### src/hw/rtl/npp_pkg.sv
`timescale 1ns / 1ps
`default_nettype none
// npp_pkg: shared types and constants for the nearest palette pixel packer.
// Used by npp_cell, npp_packer and nearest_palette_pixel_packer_unit.

package npp_pkg;

   localparam int PALETTE_DEPTH = 256;
   localparam int INDEX_W       = 8;
   localparam int USED_W        = 9;
   localparam int SCORE_W       = 13;
   localparam int CSR_ADDR_W    = 3;
   localparam int CSR_DATA_W    = 32;

   // larger than any real score (max 4095)
   localparam logic [SCORE_W-1:0] SCORE_INIT = 13'd4096;
   localparam logic [SCORE_W-1:0] SCORE_MAX  = 13'd4095;

   localparam logic CMD_LOAD  = 1'b0;
   localparam logic CMD_PIXEL = 1'b1;

   // register select is byte address bit 2
   localparam logic REG_DEPTH_LOG2  = 1'b0;
   localparam logic REG_ENTRY_COUNT = 1'b1;

   typedef struct packed {
      logic               valid;
      logic               command;
      logic [INDEX_W-1:0] entry_index;
      logic [3:0]         red;
      logic [3:0]         green;
      logic [3:0]         blue;
      logic               last_pixel;
      logic [SCORE_W-1:0] best_score;
      logic [INDEX_W-1:0] best_index;
   } token_type;

endpackage

`default_nettype wire

### src/hw/rtl/npp_cell.sv
`timescale 1ns / 1ps
`default_nettype none
// npp_cell: one palette slot of the search chain plus one token stage.
// Depends on npp_pkg (token_type, widths).

module npp_cell (
   input  wire logic                         clock,
   input  wire logic                         reset,
   input  wire logic                         advance,
   input  wire logic [npp_pkg::INDEX_W-1:0]  cell_index,
   input  wire logic [npp_pkg::USED_W-1:0]   entries_used,
   input  wire npp_pkg::token_type           tok_in,
   output npp_pkg::token_type                tok_out
);
   import npp_pkg::*;

   logic [11:0]        entry_ff;
   token_type          tok_ff;
   token_type          tok_in_next;
   logic signed [4:0]  dr;
   logic signed [4:0]  dg;
   logic signed [4:0]  db;
   logic signed [12:0] sum;
   logic [SCORE_W-1:0] score;
   logic               active;
   logic               load_hit;

   // differences are entry minus pixel
   assign dr = $signed({1'b0, entry_ff[11:8]}) - $signed({1'b0, tok_in.red});
   assign dg = $signed({1'b0, entry_ff[7:4]})  - $signed({1'b0, tok_in.green});
   assign db = $signed({1'b0, entry_ff[3:0]})  - $signed({1'b0, tok_in.blue});

   assign sum = $signed({{4{dr[4]}}, dr, 4'b0000})
              + $signed({dg, 8'h00})
              + $signed({{8{db[4]}}, db});

   always_comb begin
      if (sum[12]) begin
         score = 13'(-sum);
      end else begin
         score = 13'(sum);
      end
   end

   assign active   = (tok_in.command == CMD_PIXEL)
                   && ({1'b0, cell_index} < entries_used);
   assign load_hit = tok_in.valid && (tok_in.command == CMD_LOAD)
                   && (tok_in.entry_index == cell_index);

   always_comb begin
      tok_in_next = tok_in;
      if (active && (score < tok_in.best_score)) begin
         tok_in_next.best_score = score;
         tok_in_next.best_index = cell_index;
      end
   end

   // palette slot: no reset, contents undefined until loaded
   always_ff @(posedge clock) begin
      if (advance && load_hit) begin
         entry_ff <= {tok_in.red, tok_in.green, tok_in.blue};
      end
   end

   always_ff @(posedge clock) begin
      if (reset) begin
         tok_ff.valid <= 1'b0;
      end else if (advance) begin
         tok_ff <= tok_in_next;
      end
   end

   assign tok_out = tok_ff;

`ifndef SYNTH
   a_score_never_grows: assert property (@(posedge clock) disable iff (reset)
      advance && tok_in.valid |=> tok_ff.best_score <= $past(tok_in.best_score))
      else $error("best score grew across a cell");

   a_index_from_this_cell: assert property (@(posedge clock) disable iff (reset)
      advance && tok_in.valid |=> (tok_ff.best_index == $past(tok_in.best_index))
                                  || (tok_ff.best_index == cell_index))
      else $error("best index taken from a foreign cell");
`endif

endmodule

`default_nettype wire

### config.mk
export PLATFORM = sky130hd
export DESIGN_NAME = npp_cell
export DESIGN_NICKNAME = d
export VERILOG_FILES = /design/src/hw/rtl/npp_pkg.sv /design/src/hw/rtl/npp_cell.sv
export SDC_FILE = /design/constraint.sdc
export NUM_CORES = 1
export LEC_CHECK = 0
export ABC_CLOCK_PERIOD_IN_PS = 8900
export BUFFER_PORTS_ARGS = -buffer_cell sky130_fd_sc_hd__buf_2
export CAP_MARGIN = 25
export CORE_MARGIN = 5
export CORE_UTILIZATION = 53
export CTS_CLUSTER_DIAMETER = 80
export CTS_CLUSTER_SIZE = 25
export DETAILED_ROUTE_END_ITERATION = 8
export GPL_ROUTABILITY_DRIVEN = 0
export HOLD_SLACK_MARGIN = 0.15
export PLACE_DENSITY = 0.82
export SLEW_MARGIN = 30
export SYNTH_ARGS = -nofsm -noshare
export SYNTH_HDL_FRONTEND = slang
export SYNTH_SLANG_ARGS = --single-unit
### constraint.sdc
create_clock -name clock -period 8.9 [get_ports clock]
set_input_delay 1.78 -clock clock [delete_from_list [all_inputs] [get_ports clock]]
set_output_delay 1.78 -clock clock [all_outputs]
set_load 0.005 [all_outputs]
# Word level (Yosys, flattened, before mapping)
# Cells that the tools add are included.
totals:
  romBits: 0
  elab_cells: 29
  ram_bits: 0
  latch_bits: 0
  reg_bits: 56
  mem_count: 0
op_classes:
  order_cmp: 2
  mul: 0
  mux: 2
  n_addsub: 6
  n_reduce_logical: 6
  eq_ne: 1
  shift: 0
  bitwise_logic: 2
  div: 0
ops:
  columns: ["op", "count"]
  rows:
  - ["2-to-1 mux 21 bit", 1]
  - ["subtractor 4 x 4 -> 5 bit", 3]
  - ["adder 13 x 5 -> 13 bit", 1]
  - ["adder 9 x 13 -> 13 bit", 1]
  - ["less-than comparator 13 bit", 1]
  - ["2-to-1 mux 13 bit", 1]
  - ["negation 13 bit", 1]
  - ["less-than comparator 8 x 9 -> 1 bit", 1]
  - ["equality test 8 bit", 1]
  - ["logical AND 1 bit", 5]
  - ["inverter 1 bit", 2]
  - ["AND reduction 2 bit", 1]

# Logic depth before layout (Yosys ltp)
depth:
  depth_word: 8
  ltp_mapped: 29
  ltp_nobuf: 25

# Worst setup path before layout
# No wires, ideal clock.
synth_timing:
  path_kind: "input to register"
  startpoint: "input port tok_in[22] in the netlist's numbering"
  endpoint: "register tok_ff, in the netlist tok_out[6], data pin"
  slack_ns: 1.948
  arrival_time_ns: 6.692
  t_required_ns: 8.640
  path_stages: 23
  n_path_buf: 3
  cell_sequence: "ha_1 -> inv_1 -> fa_1 -> a21o_1 -> a21oi_4 -> ha_1 -> ha_1 -> a21oi_1 -> a211oi_1 -> o21ai_0 -> xnor2_1 -> xor2_2 -> buf_4 -> nor3_1 -> or2_1 -> ha_1 -> o211ai_1 -> o211a_1 -> o31ai_1 -> a211o_1 -> clkbuf_1 -> clkbuf_1 -> mux2_2"
synth_rtl:
  columns: ["item", "line", "source"]
  rows:
  - ["from (decl)", "npp_cell.sv:12", "input wire npp_pkg::token_type tok_in,"]
  - ["to (signal assigned)", "npp_cell.sv:69", "tok_ff <= tok_in_next;"]
  - ["to (decl)", "npp_cell.sv:18", "token_type tok_ff;"]

==> impl_results.md <==
* Outcome: complete, no violations
* Drt pass-1 iters at 4
* Antenna Cells at 0
* TritonCTS clock tree: done
* Starting Density at 0.537
* Die X at 95.0 um
* Critical path type: in -> reg
* Max-cap violations at 0
* Worst EP required at 9.11 ns
* Unrepaired setup endpoints after global routing: false
* Vias per inst at 5.34
* Power Total at 910 uW
* Htree depth at 2
* GR Overflow Total at 0
* Post-synth top flop: edfxtp_1
* Layout cells sized above 1 at 0.296
* IO Port Bufs at 107
* Detailed placement HPWL at 6.85 mm
* WL final at 8.58 mm
* Die footprint at 9030 um2
* Reg2reg end: tok_out[18]
* Final ANT Viol Nets at 0
* Synth area leader: edfxtp_1
* Post-synth top area share at 0.431
* Final Cycle Share at 0.851
* DP Worst Slack at 0.836 ns
* Hold Path Depth at 2
* Netlist cell types at 50
* Worst R2R Start: entry_ff[0]
* Min Hold Slack at 0.489 ns
* Largest net degree at the start of global routing at 44
* Residual DRC at 0
* Syn_nets at 462
* Final core occ at 0.643
* Power Density at 198 nW/um2
* DRT iter0 DRCs at 312
* Asr flop ratio synth at 0
* Crit path launch type: input port
* Hold Crit Class: reg -> reg
* F_max at 132 MHz
* YS warnings at 0
* Cts hold-fix bufs at 0
* Synth Cell Area at 3830 um2
* Drt wl/cell at 15.4 um
* Inserted Clock Buffers at 5
* Via Count at 2987
* Root Buffer: clkbuf_8
* End point of the worst hold path: tok_out[43]
* Slew of the pin with the lowest slew margin at 0.912 ns
* Post-synth EDFFs at 55
* Final hold violations at 0
* Layout fillers at 574
* Number of antenna violations at the first check in global routing at 0
* Critical Path AT at 7.78 ns
* Post-synthesis cell count at 348
* R2R setup slack at 2.47 ns
* Clk sink count at 56
* Clock-pin slew on the worst setup and hold paths at 0.12 ns
* Boundary pin count at 108
* Vias in the first global route at 2934
* P_leak at 2.07 nW
* Type of destination of the critical path: flip-flop
* Slew Limit Fails at 0
* Core Area at 7140 um2
* Seq cells post-synth at 56
* Die Height at 95.0 um
* Worst IR drop on VDD at 91.8 uV
* Setup violations, final at 0
* Largest cells by area after synthesis: edfxtp_1 (43%), ha_1 (15%), xnor2_1 (4.3%)
* Worst-Skew Late Latency at 0.33 ns
* Post-synthesis sequential area ratio at 0.436
* Worst-path fanout max at 28
* Post-cts resize count at 0
* Reg2Reg Depth at 22
* Mapped Avg Cell Area at 11.0 um2
* Max clock buf depth at 2
* Setup TNS at 0 ns
* Fin Clk Skew at 0.0188 ns
* Worst hold path startpoint: tok_out[43]
* Post-CTS setup buffer count at 0
* Cell Rows at 31
* Minimum clock period at 7.57 ns
* Gr usage total at 0.191
* Worst setup margin at 1.33 ns
* First-pass GRT wire length at 13.6 mm
* Relative slew slack at 0.391
* Area Growth Syn to Fin at 19.8%
* NumNets Final at 573
## placed cells by master, fill, tap and decap left out, types with 4 or more instances in the layout
master / instances
ha_1: 46
edfxtp_1: 55
a211oi_1: 6
o21ai_0: 7
nand2_1: 22
fa_1: 4
buf_2: 107
xnor2_1: 19
o21a_1: 7
and2_1: 4
nor2_1: 17
xor2_1: 10
or2_1: 5
a21o_1: 5
inv_1: 42
a21oi_1: 17
clkbuf_8: 5
nor3_1: 11
o31a_1: 5
nand2b_1: 6
mux2_2: 10
## stage by stage
stage,cell area [um2],std cells
after floorplan,3830,348
after global placement,4490,551
after detailed placement,4490,551
after CTS,4590,559
after global routing,4590,559
final,4590,559
## cell families (layout without fill, tap and decap cells)
kind of cell | Yosys count | after routing | synth area share
and+or+nand+nor | 87 | 87 | 0.117
AOI/OAI and AO/OA | 66 | 66 | 0.123
DFF | 56 | 56 | 0.436
adders and majority gates | 50 | 50 | 0.171
buffers and inverters | 48 | 160 | 0.0500
xor gates and xnor gates | 30 | 30 | 0.0706
muxes | 11 | 11 | 0.0320
## cell type report
class,count,area (um2),share of cell area
clock buffer,5,68.8,0.0150
multi-input combinational,244,1980,0.432
timing repair buffer,110,558,0.122
clock inverter,3,25.0,0.00546
inverter,42,158,0.0344
sequential,56,1670,0.364
tap,99,124,0.0270
## cells in the mapped netlist, drive strengths merged, types with 3 or more instances
library cell and n:
and2 4, nor4 4, clkbuf 4, o21ai 7, o31ai 3, nand2 22
nand2b 6, inv 42, xnor2 19, a21o 5, mux2 10, ha 46
a211oi 6, o31a 5, o211ai 3, or2 5, nor2b 3, nor2 17
o21a 7, edfxtp 55, xor2 11, a21oi 18, nor3 11, fa 4
nand4 3
## power by group
group          switching, mW  internal (mW)  total (mW)
registers            0.00501          0.322       0.327
clock network         0.0923         0.0577       0.150
logic                  0.241          0.193       0.433
total                  0.338          0.572       0.910
## worst max path at each step
stage,start,endpoint,slack (ns),cells after the start
floorplan,tok_in[22],tok_out[6],1.95,23
global placement,tok_in[22],tok_out[18],1.11,22
detailed placement,tok_in[22],tok_out[18],0.84,22
CTS,tok_in[22],tok_out[18],1.22,22
global route,tok_in[22],tok_out[18],1.02,22
finish,tok_in[22],tok_out[18],1.33,22
## state kept, by name (all words and copies together) (netlist names)
name / count
tok_out: 44
entry_ff: 12
## worst max-delay path, cell delays in order
cell and delay [ns]:
buf_2 0.10, ha_1 0.16, inv_1 0.05, fa_1 0.39
a21o_1 0.22, a21oi_4 0.32, ha_1 0.30, ha_1 0.41
a21oi_1 0.16, a211oi_1 0.31, o21ai_0 0.14, xnor2_1 0.24
xor2_2 0.74, nor3_1 0.17, or2_1 0.27, ha_1 0.28
o211ai_1 0.22, o211a_1 0.19, o31ai_1 0.08, a211o_2 0.54
a2111oi_0 0.53, a211o_1 0.16
## layer usage
layer | vias to the layer above | global-route usage | share of wire
met4 | 0 | 0.0553 | 0.017
li1 | 1481 | - | -
met5 | - | 0 | 0
met2 | 100 | 0.346 | 0.49
met3 | 14 | 0.0351 | 0.075
met1 | 1392 | 0.230 | 0.41
Power figures use the tool's default switching activity.
