<file path="src/hw/rtl/npp_pkg.sv">
`timescale 1ns / 1ps
`default_nettype none
// npp_pkg: shared types and constants for the nearest palette pixel packer.
// Used by npp_cell, npp_packer and nearest_palette_pixel_packer_unit.

package npp_pkg;

   localparam int PALETTE_DEPTH = 256;
   localparam int INDEX_W       = 8;
   localparam int USED_W        = 9;
   localparam int SCORE_W       = 13;
   localparam int CSR_ADDR_W    = 3;
   localparam int CSR_DATA_W    = 32;

   // larger than any real score (max 4095)
   localparam logic [SCORE_W-1:0] SCORE_INIT = 13'd4096;
   localparam logic [SCORE_W-1:0] SCORE_MAX  = 13'd4095;

   localparam logic CMD_LOAD  = 1'b0;
   localparam logic CMD_PIXEL = 1'b1;

   // register select is byte address bit 2
   localparam logic REG_DEPTH_LOG2  = 1'b0;
   localparam logic REG_ENTRY_COUNT = 1'b1;

   typedef struct packed {
      logic               valid;
      logic               command;
      logic [INDEX_W-1:0] entry_index;
      logic [3:0]         red;
      logic [3:0]         green;
      logic [3:0]         blue;
      logic               last_pixel;
      logic [SCORE_W-1:0] best_score;
      logic [INDEX_W-1:0] best_index;
   } token_type;

endpackage

`default_nettype wire

</file>
<file path="src/hw/rtl/npp_packer.sv">
`timescale 1ns / 1ps
`default_nettype none
// npp_packer: masks winning indices to bpp bits, packs them into bytes and
// holds the result register. Depends on npp_pkg.

module npp_packer (
   input  wire logic               clock,
   input  wire logic               reset,
   input  wire npp_pkg::token_type tok,
   input  wire logic [1:0]         depth_log2,
   output logic                    advance,
   output logic                    rsp_valid,
   input  wire logic               rsp_ready,
   output logic [7:0]              rsp_packed_byte,
   output logic                    rsp_image_end
);
   import npp_pkg::*;

   logic [7:0] acc_ff;
   logic [7:0] acc_in;
   logic [2:0] slot_ff;
   logic [2:0] slot_in;
   logic       rsp_valid_ff;
   logic       rsp_valid_in;
   logic [7:0] rsp_byte_ff;
   logic [7:0] rsp_byte_in;
   logic       rsp_end_ff;
   logic       rsp_end_in;
   logic [7:0] idx_mask;
   logic [7:0] idx_m;
   logic [5:0] shift;
   logic [7:0] acc_new;
   logic [2:0] slot_next;
   logic [3:0] per_byte;
   logic       take_pixel;
   logic       emit;

   assign advance = !rsp_valid_ff || rsp_ready;

   always_comb begin
      case (depth_log2)
         2'd0:    idx_mask = 8'h01;
         2'd1:    idx_mask = 8'h03;
         2'd2:    idx_mask = 8'h0F;
         default: idx_mask = 8'hFF;
      endcase
   end

   assign idx_m     = tok.best_index & idx_mask;
   assign shift     = 6'(slot_ff) << depth_log2;
   assign per_byte  = 4'(4'd8 >> depth_log2);
   assign slot_next = slot_ff + 3'd1;
   // slots beyond bit 7 (after a depth change) drop their bits
   assign acc_new   = (shift < 6'd8) ? (acc_ff | 8'(idx_m << shift[2:0])) : acc_ff;
   assign take_pixel = advance && tok.valid && (tok.command == CMD_PIXEL);
   assign emit = tok.last_pixel || (slot_next == 3'd0) || ({1'b0, slot_next} >= per_byte);

   always_comb begin
      acc_in       = acc_ff;
      slot_in      = slot_ff;
      rsp_valid_in = rsp_valid_ff && !rsp_ready;
      rsp_byte_in  = rsp_byte_ff;
      rsp_end_in   = rsp_end_ff;
      if (take_pixel) begin
         if (emit) begin
            acc_in       = 8'h00;
            slot_in      = 3'd0;
            rsp_valid_in = 1'b1;
            rsp_byte_in  = acc_new;
            rsp_end_in   = tok.last_pixel;
         end else begin
            acc_in  = acc_new;
            slot_in = slot_next;
         end
      end
   end

   always_ff @(posedge clock) begin
      if (reset) begin
         acc_ff       <= 8'h00;
         slot_ff      <= 3'd0;
         rsp_valid_ff <= 1'b0;
      end else begin
         acc_ff       <= acc_in;
         slot_ff      <= slot_in;
         rsp_valid_ff <= rsp_valid_in;
      end
   end

   always_ff @(posedge clock) begin
      rsp_byte_ff <= rsp_byte_in;
      rsp_end_ff  <= rsp_end_in;
   end

   assign rsp_valid       = rsp_valid_ff;
   assign rsp_packed_byte = rsp_byte_ff;
   assign rsp_image_end   = rsp_end_ff;

`ifndef SYNTH
   a_clear_after_emit: assert property (@(posedge clock) disable iff (reset)
      take_pixel && emit |=> (slot_ff == 3'd0) && (acc_ff == 8'h00) && rsp_valid_ff)
      else $error("accumulator not cleared after a byte was emitted");
`endif

endmodule

`default_nettype wire

</file>
<file path="config.mk">
export PLATFORM = sky130hd
export DESIGN_NAME = npp_packer
export DESIGN_NICKNAME = d
export VERILOG_FILES = /design/src/hw/rtl/npp_pkg.sv /design/src/hw/rtl/npp_packer.sv
export SDC_FILE = /design/constraint.sdc
export NUM_CORES = 1
export LEC_CHECK = 0
export ABC_AREA = 1
export BUFFER_PORTS_ARGS = -buffer_cell sky130_fd_sc_hd__buf_2
export CORE_ASPECT_RATIO = 0.8
export CORE_UTILIZATION = 32
export CTS_BUF_LIST = sky130_fd_sc_hd__clkbuf_16
export CTS_CLUSTER_DIAMETER = 60
export DETAILED_ROUTE_END_ITERATION = 12
export REMOVE_ABC_BUFFERS = 1
export SYNTH_ARGS = -nofsm -noshare
export SYNTH_HDL_FRONTEND = slang
export SYNTH_SLANG_ARGS = --single-unit
</file>
<file path="constraint.sdc">
create_clock -name clock -period 2.5 [get_ports clock]
set_input_delay 0.125 -clock clock [delete_from_list [all_inputs] [get_ports clock]]
set_output_delay 0.125 -clock clock [all_outputs]
set_load 0.1 [all_outputs]
</file>
Word level (Yosys, flattened, before mapping)
Cells that the tools add are included.
- shifts and indexed selects: 3
- eq/ne operators: 2
- order comparisons: 2
- reduce and logical (&&, ||, !) cells: 11
- $add $sub $neg: 1
- multiplexer cells: 6
- bitwise operators: 2
- operators by type and width (kind ; count):
    8-bit one-hot mux with 3 select lines ; 1
    8-bit 2-to-1 mux ; 2
    8-bit AND ; 1
    8-bit bitwise OR ; 1
    8-bit by 3-bit << shifter with 8-bit output ; 1
    6-bit by 4-bit < comparator with 1-bit output, second input constant ; 1
    3-bit by 2-bit << shifter with 6-bit output ; 1
    3-bit by 4-bit >= comparator with 1-bit output ; 1
    4-bit by 2-bit >> shifter with 4-bit output, first input constant ; 1
    3-bit by 1-bit adder with 3-bit output, second input constant ; 1
    1-bit logical AND ; 3
    3-bit zero test ; 1
    1-bit logical OR ; 3
    3-bit 2-to-1 mux ; 1
    2-bit by 1-bit == test with 1-bit output, second input constant ; 1
    2-bit == test, second input constant ; 1
    1-bit zero test ; 2
    2-bit zero test ; 1
    1-bit 2-to-1 mux ; 2
    2-bit AND reduction ; 1
- output and inout port bits: 11
- register bits: 21
- logic and storage cells: 32

Depth between registers and ports, before layout
- word-level depth: 7
- gate-level depth with buffers: 12
- gate-level depth less buffers: 11

Least setup slack after synthesis
OpenSTA, ideal clock, no wires.
- path type: register to register
- start point: reg rsp_valid_ff (netlist: rsp_valid)
- end point: reg rsp_end_ff (netlist: rsp_image_end) (enable)
- data required time: 2167 ps
- cell stages (with the launch flop): 8
- path slack: -129 ps
- clock period less this slack: 2629 ps
- arrival: 2296 ps
- path through: dfxtp_1 > inv_1 > nor2_1 > inv_1 > nand3_2 > inv_1 > o21ai_4 > inv_1
- word-level cells in the longest chain between the ends: 5
- RTL lines (what ; line ; RTL):
    from (decl) ; npp_packer.sv:23 ; logic rsp_valid_ff;
    from (signal assigned) ; npp_packer.sv:86 ; rsp_valid_ff <= rsp_valid_in;
    1-bit zero test ; npp_packer.sv:38 ; assign advance = !rsp_valid_ff || rsp_ready;
    1-bit logical OR ; npp_packer.sv:38 ;
    named net advance ; npp_packer.sv:11 ; output logic advance,
    1-bit logical AND (2 in series) ; npp_packer.sv:55 ; assign take_pixel = advance && tok.valid && (tok.command == CMD_PIXEL);
    2-bit AND reduction (no source line) ; -- ;
    to (signal assigned) ; npp_packer.sv:92 ; rsp_end_ff <= rsp_end_in;
    to (decl) ; npp_packer.sv:27 ; logic rsp_end_ff;
The timed path passes the listed nets, and every way through them passes these cells.
A chain may end at the register's enable or synchronous reset.

Worst setup path after layout
- start point: reg slot_ff[1]
- end point: reg rsp_byte_ff[2] (netlist: rsp_packed_byte[2]) (enable)
- word-level cells in the longest chain between the ends: 5
- elaborated cells on any way between the ends: 6
- classes of those cells: add/sub (1); order compare (1); reduce/logical (4)
- RTL lines (what ; line ; RTL):
    from (decl) ; npp_packer.sv:21 ; logic [2:0] slot_ff;
    from (signal assigned) ; npp_packer.sv:85 ; slot_ff <= slot_in;
    3-bit by 1-bit adder with 3-bit output * ; npp_packer.sv:52 ; assign slot_next = slot_ff + 3'd1;
    branches (longest 2 deep; another with 3-bit by 4-bit >= comparator with 1-bit output) ; -- ;
    1-bit logical OR * ; npp_packer.sv:56 ; assign emit = tok.last_pixel || (slot_next == 3'd0) || ({1'b0, slot_next} >= per_byte);
    2-bit AND reduction (no source line) * ; -- ;
    to (signal assigned) ; npp_packer.sv:91 ; rsp_byte_ff <= rsp_byte_in;
    to (decl) ; npp_packer.sv:25 ; logic [7:0] rsp_byte_ff;
Every way passes the cells marked *.

==> metrics.yaml <==
clocking:
  worstSkewPairLatency_ps: 250
  numCtsBuffers: 3
  cts_sinks: 21
  cts_resized: 0
  clockBufferDepth: 2
  clkTransAtPathRegs_ps: 60
  post_cts_buffers: 0
  cts_tree: "built"
  h-tree-depth: 1
  postCtsHoldBufs: 0
  cts-root-buf: "clkbuf_16"
placement:
  hpwl_um: 1810
  gp_congestion: 0.801
  port_buffers: 26
  dp_slack_ps: 361
cells_and_area:
  diodes: 0
  seq_area_um2: 510
  syn2layout_area_growth_pct: 20.6
  drive_above_1_share: 0.207
  fillers: 383
  nets: 248
  multiInputGateArea_um2: 564
timing:
  layout_min_cycle_time_ps: 2130
  max_slew_margin: 0.678
  fin_crit_sh: 0.850
  fmax_mhz: 470
  maxSlewViolCount: 0
  whs_ps: 35.7
  hold_violations: 0
  skew_ps: 2.48
  layout_setup_ws_ps: 375
  rsz0062_at_grt: "no"
  setup_viol: 0
  worstMarginPinSlew_ps: 486
die:
  die_w_um: 70.5
  core_area_um2: 3520
  die_area_um2: 4010
  initial_core_util: 0.342
  boundaryPins: 60
  die_height_um: 56.8
  rows: 19
routing:
  drtAntennaViolNets: 0
  wl_per_cell_um: 9.99
  drc: 6
  drt-initial-drc-count: 41
  vias: 1025
  drt-vias-per-instance: 4.36
  drt-pass1-iter-count: 10
  routed_wl_um: 2350
synthesis:
  ys_seq_area_frac: 0.425
  synth_top_family_by_area: "simple AND/OR/NAND/NOR gates"
  ys_types: 24
  yosys_warnings: 0
  async_reset_ff_frac: 0
  netlist_top_cells_area: "edfxtp_1 (22%), dfxtp_1 (20%), nand2_1 (19%)"
  synth_top_area_cell: "edfxtp_1"
  synth_fa_ha_area_frac: 0.0520
  synth_simple_gate_area_share: 0.336
  ys.flop_type: "dfxtp_1"
  synth_edf_count: 9
  synth-compound-area-share: 0.0604
  syn_inst: 164
  synth_top_cell_area_share: 0.225
  synthMuxAreaShare: 0
  syn_area_per_cell_um2: 7.33
  synthXorXnorAreaFrac: 0.0208
  synthesis.area_um2: 1200
  ys_ff_latch: 21
worst_setup_path:
  cp-start-kind: "flop"
  critPathCaptureType: "flop"
  path_max_fanout: 10
  crit_type: "flop to flop"
  regToRegSetupSlack_ps: 370
  cp_data_required_time_ps: 2410
  reg2reg_to: "rsp_packed_byte[2]"
  reg2reg_from: "slot_ff[1]"
  cp_data_arrival_time_ps: 2040
  rr_worst_depth: 8
power_and_ir_drop:
  p_leak_nw: 0.767
  irDropWorstVdd_mv: 0.259
  powerDensity_nw_per_um2: 654
global_route:
  grt_use_total: 0.135
  grt_pass1_wl_um: 4140
  grt_max_degree: 13
  grt_pass1_vias: 920
  grt_overflow: 0
  antenna_found_initial: 0
worst_hold_path:
  worstHoldEndpoint: "rsp_valid"
  whs_path_depth: 2
  min_path_type: "primary input to flop"
  hold_start: "reset"
status:
  status: "complete, but fails checks"
  failed_checks: "DRC"
run:
  cap_viol_max_count: 0
==> synthesized netlist by cell type (2+ instances only) <==
| library cell | number |
|---|---|
| a21oi_1 | 3 |
| buf_6 | 2 |
| dfxtp_1 | 12 |
| edfxtp_1 | 9 |
| ha_1 | 5 |
| inv_1 | 27 |
| nand2_1 | 61 |
| nand3_1 | 10 |
| nand4_1 | 2 |
| nor2_1 | 18 |
| o21ai_0 | 2 |
==> critical path: stages (launching register included) <==
cell and delay [ps]:
dfxtp_1 410, ha_1 280, ha_1 300, inv_1 40, o21bai_1 120, nand3_1 80, nand3_1 140, o21ai_4 90
inv_1 330
==> worst max-delay path by stage <==
stage | startpoint | to | slack [ps] | depth (start not counted)
global placement | slot_ff[1] | rsp_packed_byte[7] | 330 | 8
floorplan | rsp_valid | rsp_image_end | -130 | 7
finish | slot_ff[1] | rsp_packed_byte[2] | 370 | 8
global route | slot_ff[1] | rsp_packed_byte[7] | 180 | 7
CTS | slot_ff[1] | rsp_packed_byte[2] | 340 | 8
detailed placement | slot_ff[1] | rsp_packed_byte[6] | 360 | 8
==> flip-flops by register name, indices dropped and copies added, names as in the netlist <==
signal	count
rsp_valid	1
acc_ff	8
rsp_image_end	1
slot_ff	3
rsp_packed_byte	8
==> layout make-up <==
class                           instances  share of cell area
Multi-Input combinational cell        113               0.389
Sequential cell                        21               0.352
Timing Repair Buffer                   27              0.0949
Inverter                               28              0.0725
Clock buffer                            3              0.0518
Tap cell                               42              0.0362
Clock inverter                          1             0.00345
==> power by group <==
group | internal, mW | total [mW] | switching, mW
clock network | 0.215 | 0.342 | 0.127
logic | 0.0549 | 0.223 | 0.168
registers | 0.378 | 0.384 | 0.00613
total | 0.648 | 0.949 | 0.301
==> placed cells by master, fill, tap and decap left out <==
master     synthesis  final
ha_1               5      5
o21ai_0            2      2
nor2_4             1      1
a21oi_1            3      3
nand2_2            1      1
xor2_1             1      1
xor2_2             1      1
o21bai_2           1      1
buf_4              0      1
nand3_1           10     10
nor2_1            18     18
dfxtp_1           12     12
nand4_1            2      2
clkbuf_16          0      3
edfxtp_1           9      9
nand3_2            1      1
o21bai_1           1      1
nand2_4            1      1
nor2_2             1      1
buf_2              0     26
clkinv_2           0      1
nand2_1           61     61
inv_1             27     27
inv_2              1      1
o21ai_4            1      1
a21boi_0           1      1
o21ai_1            1      1
==> kinds of logic (layout without fill, tap and decap cells) <==
logic type / count (synthesis) / in the layout
and+or+nand+nor: 96 / 96
buffers and inverters: 30 / 59
DFF: 21 / 21
AOI/OAI and AO/OA: 10 / 10
adders and majority gates: 5 / 5
xor gates and xnor gates: 2 / 2
==> layer usage <==
metal | track usage | part of all wire
met5 | 0 | 0
met4 | 0.0600 | 0.021
met3 | 0.0341 | 0.045
met2 | 0.196 | 0.38
met1 | 0.190 | 0.55
==> stage by stage <==
stage	TNS, ps	total power [mW]	util	instances	instance area [µm²]
2_1_floorplan	-1160	0.565	-	162	1180
3_3_place_gp	0	0.614	0.389	231	1370
3_5_place_dp	0	0.616	0.389	231	1370
4_1_cts	0	0.960	0.412	235	1450
5_1_grt	0	1.00	0.412	235	1450
6_report	0	0.949	0.412	235	1450
(Power assumes the default switching activity.)
